## src/hw/rtl/lbt_pkg.sv

```systemverilog
package lbt_pkg;

	// shared multiplier operand and product widths
	localparam int MUL_W  = 34;
	localparam int PROD_W = 2 * MUL_W;

	localparam int CFG_DATA_W = 24;
	localparam int CFG_IDX_W  = 3;

	// register indexes of the configuration port
	localparam logic [CFG_IDX_W-1:0] REG_THICKNESS  = 3'd0;
	localparam logic [CFG_IDX_W-1:0] REG_EMISSIVITY = 3'd1;
	localparam logic [CFG_IDX_W-1:0] REG_COSINE     = 3'd2;
	localparam logic [CFG_IDX_W-1:0] REG_SURF_TEMP  = 3'd3;

	localparam int DEF_MAX_LAYERS = 64;

	// exp(-x) tables, Q1.32 with 1.0 = 2^32
	typedef logic [16:0][32:0] tab_arr_t;

	// shift and subtract quotient, used only while building the tables
	function automatic logic [127:0] const_quo(input logic [127:0] num,
			input logic [127:0] den);
		logic [127:0] q;
		logic [127:0] r;
		q = '0;
		r = '0;
		for (int i = 127; i >= 0; i--) begin
			r = {r[126:0], num[i]};
			if (r >= den) begin
				r    = r - den;
				q[i] = 1'b1;
			end
		end
		return q;
	endfunction

	function automatic tab_arr_t calc_frac_tab();
		tab_arr_t       t;
		logic [127:0]   pos;
		logic [127:0]   neg;
		logic [127:0]   term;
		logic [127:0]   e16;
		logic [127:0]   prod;
		pos  = 128'd1 << 32;
		neg  = '0;
		term = 128'd1 << 32;
		for (int m = 1; m < 16; m++) begin
			if (term != 0) begin
				term = const_quo(term, 128'(m) << 4);
				if ((m & 1) == 1) neg = neg + term;
				else pos = pos + term;
			end
		end
		e16  = pos - neg;
		t[0] = 33'h1_0000_0000;
		for (int j = 1; j <= 16; j++) begin
			prod = ({95'd0, t[j-1]} * e16 + (128'd1 << 31)) >> 32;
			t[j] = prod[32:0];
		end
		return t;
	endfunction

	function automatic tab_arr_t calc_int_tab();
		tab_arr_t       f;
		tab_arr_t       t;
		logic [127:0]   prod;
		f    = calc_frac_tab();
		t[0] = 33'h1_0000_0000;
		for (int j = 1; j <= 16; j++) begin
			prod = ({95'd0, t[j-1]} * {95'd0, f[16]} + (128'd1 << 31)) >> 32;
			t[j] = prod[32:0];
		end
		return t;
	endfunction

	localparam tab_arr_t FRAC_TAB = calc_frac_tab();
	localparam tab_arr_t INT_TAB  = calc_int_tab();

	// sequencer states
	typedef enum logic [20:0] {
		ST_IDLE = 21'd1 << 0,
		ST_DIV  = 21'd1 << 1,
		ST_READ = 21'd1 << 2,
		ST_MH   = 21'd1 << 3,
		ST_AH   = 21'd1 << 4,
		ST_EX1  = 21'd1 << 5,
		ST_EX2  = 21'd1 << 6,
		ST_EX3  = 21'd1 << 7,
		ST_EXR  = 21'd1 << 8,
		ST_MW   = 21'd1 << 9,
		ST_MT   = 21'd1 << 10,
		ST_MP   = 21'd1 << 11,
		ST_ACC  = 21'd1 << 12,
		ST_MS1  = 21'd1 << 13,
		ST_MS2  = 21'd1 << 14,
		ST_SACC = 21'd1 << 15,
		ST_DONE = 21'd1 << 16
	} state_t;

endpackage

```

## src/hw/rtl/lbt_mul.sv

```systemverilog
module lbt_mul (
	input  logic                          clk,
	input  logic [lbt_pkg::MUL_W-1:0]     a,
	input  logic [lbt_pkg::MUL_W-1:0]     b,
	output logic [lbt_pkg::PROD_W-1:0]    p_q
);
	import lbt_pkg::*;

	// register every product before it is used again
	always_ff @(posedge clk) begin
		p_q <= a * b;
	end

endmodule

```

## config.mk

```make
export PLATFORM = sky130hd
export DESIGN_NAME = lbt_mul
export DESIGN_NICKNAME = d
export VERILOG_FILES = /design/src/hw/rtl/lbt_pkg.sv /design/src/hw/rtl/lbt_mul.sv
export SDC_FILE = /design/constraint.sdc
export NUM_CORES = 2
export LEC_CHECK = 0
export BUFFER_PORTS_ARGS = -buffer_cell sky130_fd_sc_hd__buf_2
export CORE_ASPECT_RATIO = 1.2
export CORE_MARGIN = 2
export CORE_UTILIZATION = 60
export DETAILED_ROUTE_END_ITERATION = 8
export HOLD_SLACK_MARGIN = 0.12
export PLACE_DENSITY = 0.81
export SYNTH_ARGS = -nofsm -noshare
export SYNTH_HDL_FRONTEND = slang
export SYNTH_SLANG_ARGS = --single-unit
```

## constraint.sdc

```tcl
create_clock -name clk -period 10.28 [get_ports clk]
set_clock_uncertainty 0.1 [all_clocks]
set_input_delay 1.028 -clock clk [delete_from_list [all_inputs] [get_ports clk]]
set_output_delay 1.028 -clock clk [all_outputs]
set_load 0.01 [all_outputs]
```

# Yosys cells after proc, flatten, opt, wreduce, memory -nomap -nowiden
# Cells that the tools add are included.
totals:
  regBits: 68
  inputBits: 69
  out_inout_bits: 68
  wordCells: 2
op_classes:
  mul: 1
op_table:
  columns: ["operator", "n"]
  rows:
  - ["$mul 34x34->68", 1]

# Longest topological paths before layout
depth:
  ltp_word: 1
  depth_mapped: 29
  depth_no_buf: 27

# Worst setup path before layout
# No wires, ideal clock.
synth_path:
  path_type: "input port to flip-flop"
  start: "in b[4] in the netlist's numbering"
  end: "reg p_q[66] in the netlist's numbering"
  setup_time_ps: 123
  arrival_ps: 7570
  required_ps: 10057
  slack_ps: 2488
  cell_stages: 27
  n_path_buf: 3
  cell_sequence: "clkbuf_1 > clkbuf_1 > nand2_1 > fa_1 > fa_1 > inv_1 > fa_1 > inv_1 > fa_1 > fa_1 > inv_1 > fa_1 > fa_1 > inv_1 > fa_1 > inv_1 > ha_1 > buf_6 > a21oi_1 > o21ai_0 > a211oi_2 > nor2_1 > o31ai_1 > nor3_1 > nor3_2 > o21ai_1 > xor2_1"
synth_between:
  elab_chain_cells: 1
synth_rtl:
  columns: ["element", "line", "rtl"]
  rows:
  - ["start: declaration", "lbt_mul.sv:4", "input logic [lbt_pkg::MUL_W-1:0] b,"]
  - ["$mul 34x34->68", "lbt_mul.sv:11", "p_q <= a * b;"]
  - ["end signal: assignment", "lbt_mul.sv:11", null]
  - ["end: declaration", "lbt_mul.sv:5", "output logic [lbt_pkg::PROD_W-1:0] p_q"]
# No other way between the ends.

# Worst setup path in the final report
layout_path:
  start: "in b[28] in the netlist's numbering"
  end: "reg p_q[63] in the netlist's numbering"
# The elaborated chain is that of the path after synthesis.

==> parameters.txt <==
Parameter                              Value

Detailed routing
  WL per Instance    between 20 and 25 µm
  Post-DR vias/cell    5.81
  Number of antenna-violating nets in the routed design    0
  First-iteration detailed-routing DRC count    1989
  Final routed wirelength across all metal layers    107 mm
  Routed vias    around 30000
  Drt first pass iters    8
  Number of remaining DRC errors    0

Clock network
  Clock tree from TritonCTS    yes
  Number of buffers created by CTS    9
  Number of gates resized after cts    0
  Clock-pin transition on the worst setup and hold timing paths    ~0.070 ns
  Clock Sink Count    68
  Level count of the clock H-tree    3
  Clock Tree Buf Depth    2
  Hold-fix buffer count after cts    0
  CTS root buffer    sky130_fd_sc_hd__clkbuf_16
  Buffer count from post-CTS setup fixing    0

Final layout
  Share of cells above drive strength 1    0.0441
  NumNets Final    between 5000 and 6000
  Largest register by flop count    p_q
  Most frequent cells in the layout    1029 x sky130_fd_sc_hd__inv_1, 1020 x sky130_fd_sc_hd__fa_1, 729 x sky130_fd_sc_hd__nand2_1, 504 x sky130_fd_sc_hd__and2_1, 284 x sky130_fd_sc_hd__ha_1
  Registers with the highest flip-flop counts    p_q x68
  Number of flip-flops under the largest register name    about 70
  Utilization after layout    0.621
  Cell Count, Final, Fillers Out    between 5000 and 6000
  Commonest non-fill, non-tap cell in the layout    sky130_fd_sc_hd__inv_1
  P&R area growth vs syn    2.94%

Setup path
  Critical Setup Path Class    in -> reg
  Worst endpoint required time    around 10 ns
  Startpoint Class    input port
  Arrival time of data at the critical path endpoint    between 9 and 10 ns
  Crit-path max FO    34
  CP Capture Type    register

STA
  Timing-limited maximum frequency    about 0.11 GHz
  Number of pins exceeding their max-slew limit in the final report    0
  Share of the clock period used by the worst path    0.866
  Final hold viol count    0
  Tightest Pin Transition    around 0.93 ns
  Endpoints failing setup    0
  Post-Route Hold Slack    1.26 ns
  Clock period minus final worst setup slack    between 8 and 9 ns
  Setup repair after global routing missed its margin    false
  Worst relative slew slack    0.380
  Total negative slack    0 ns

Global route
  Global-route met2 utilization    0.585
  Via count of the first global-routing pass    33200
  Largest net degree at the start of global routing    35
  Routing usage on met1    0.359
  Global route overflow    0
  Most heavily used metal layer in global routing    met2
  Initial antenna violation count    3
  Met3 usage in global routing    0.0442
  Wire length of the first global-routing pass    171 mm
  All-Layer GR Usage    0.335

Yosys
  Sequential element share of the synthesized area    0.0351
  Cell taking the most area after synthesis    sky130_fd_sc_hd__fa_1
  Syn Nets    ~5700
  Synth cell types    between 60 and 70
  Netlist area before placement    a little under 40000 µm²
  Avg Inst Size Synth    ~9 µm²
  Cells after synthesis    about 4300
  Warning count from the yosys run    0
  Share of Yosys cell area claimed by the top area cell type    0.527
  Most frequently used flop master after synthesis    sky130_fd_sc_hd__dfxtp_1
  Number of synthesized flops with an enable pin    0
  Number of synthesized register bits    between 60 and 70
  Leading cell types by total area after synthesis    sky130_fd_sc_hd__fa_1 53%, sky130_fd_sc_hd__inv_1 10%, sky130_fd_sc_hd__ha_1 9.2%
  Async SR Flop Fraction    0

Die
  Placement Rows    about 100
  X dimension of the die    ~240 µm
  Area of the core    ~64000 µm²
  Die footprint    66600 µm²
  Count of pins on the block boundary    137
  Vert. Die Dim    282 µm
  Initial core utilization    0.604

Place
  Cell Count Post-Placement    between 5000 and 6000
  Routability congestion estimate from global placement    0.940
  DPL Wire Length    ~85 mm
  PortBufs    roughly 140

Status
  Run status    finished, final reports clean

Flow run
  Max-capacitance violation count    0

Worst hold path
  Worst hold-check path type    in -> reg
==> cells by family (layout without fill, tap and decap cells) <==
logic type / after synthesis / in the layout / synth area share
AOI/OAI and AO/OA: 226 / 226 / 0.0373
xor gates and xnor gates: 66 / 66 / 0.0149
adders and majority gates: 1304 / 1304 / 0.619
buffers and inverters: 1263 / 1194 / 0.125
DFF: 68 / 68 / 0.0351
muxes: 1 / 1 / 0.000258
other: 0 / 3 / 0
and+or+nand+nor: 1359 / 1359 / 0.169
==> critical path, stage by stage <==
cell and delay, ns:
sky130_fd_sc_hd__buf_2 0.67, sky130_fd_sc_hd__nand2_1 0.18, sky130_fd_sc_hd__fa_1 0.58, sky130_fd_sc_hd__inv_1 0.06, sky130_fd_sc_hd__fa_1 0.55, sky130_fd_sc_hd__fa_1 0.49
sky130_fd_sc_hd__fa_1 0.78, sky130_fd_sc_hd__fa_1 0.51, sky130_fd_sc_hd__fa_1 0.47, sky130_fd_sc_hd__fa_1 0.50, sky130_fd_sc_hd__inv_1 0.05, sky130_fd_sc_hd__fa_1 0.47
sky130_fd_sc_hd__inv_1 0.04, sky130_fd_sc_hd__ha_1 0.44, sky130_fd_sc_hd__nand4_1 0.21, sky130_fd_sc_hd__nor4_1 0.57, sky130_fd_sc_hd__nand2_1 0.11, sky130_fd_sc_hd__a211oi_1 0.19
sky130_fd_sc_hd__a31oi_1 0.16, sky130_fd_sc_hd__a21oi_2 0.37, sky130_fd_sc_hd__a31oi_2 0.22, sky130_fd_sc_hd__o21ai_1 0.20, sky130_fd_sc_hd__xor2_1 0.19
==> synthesized netlist by cell type, types with 4 or more instances <==
library cell and number:
sky130_fd_sc_hd__nand2b_1 4, sky130_fd_sc_hd__o21bai_1 13, sky130_fd_sc_hd__xor2_1 23, sky130_fd_sc_hd__xnor2_1 43, sky130_fd_sc_hd__ha_1 284, sky130_fd_sc_hd__nand2_1 729
sky130_fd_sc_hd__a211oi_1 9, sky130_fd_sc_hd__a21oi_1 77, sky130_fd_sc_hd__buf_2 6, sky130_fd_sc_hd__fa_1 1020, sky130_fd_sc_hd__dfxtp_1 68, sky130_fd_sc_hd__and3_1 4
sky130_fd_sc_hd__a21o_1 21, sky130_fd_sc_hd__nand3_1 8, sky130_fd_sc_hd__nand4_1 20, sky130_fd_sc_hd__nor2_1 53, sky130_fd_sc_hd__nor2b_1 6, sky130_fd_sc_hd__buf_6 8
sky130_fd_sc_hd__a21oi_2 4, sky130_fd_sc_hd__clkbuf_1 213, sky130_fd_sc_hd__a31oi_1 7, sky130_fd_sc_hd__nor3_1 12, sky130_fd_sc_hd__inv_1 1029, sky130_fd_sc_hd__o21ai_1 17
sky130_fd_sc_hd__and2_1 504, sky130_fd_sc_hd__o21ai_0 44
==> per-layer routing <==
layer | vias up | share of wire
met4 | 0 | 0.11
met3 | 633 | 0.068
met2 | 1559 | 0.51
met5 | - | 0
li1 | 12200 | -
met1 | 15000 | 0.32
==> through the flow <==
step,cell area (µm²),setup WS (ns)
final,39900,1.38
after CTS,39900,1.60
after global placement,39600,1.27
after floorplan,38800,2.49
after detailed placement,39600,1.25
after global routing,39900,1.17
==> final cells by class <==
class / instances / area (µm²)
Multi-Input combinational cell: 2956 / 32600
Fill cell: 5353 / 24300
Inverter: 1029 / 3860
Sequential cell: 68 / 1360
Tap cell: 832 / 1040
Timing Repair Buffer: 149 / 778
Clock buffer: 10 / 239
Clock inverter: 6 / 40.0
Antenna cell: 3 / 7.51
==> worst paths after layout <==
kind / end / depth (start not counted) / startpoint
max: p_q[63]$_DFF_P_ / 23 / b[28]
min: p_q[0]$_DFF_P_ / 2 / b[0]
Power is not shown: default switching activity piles up to over one toggle a cycle in this logic, so the estimate is an artifact.
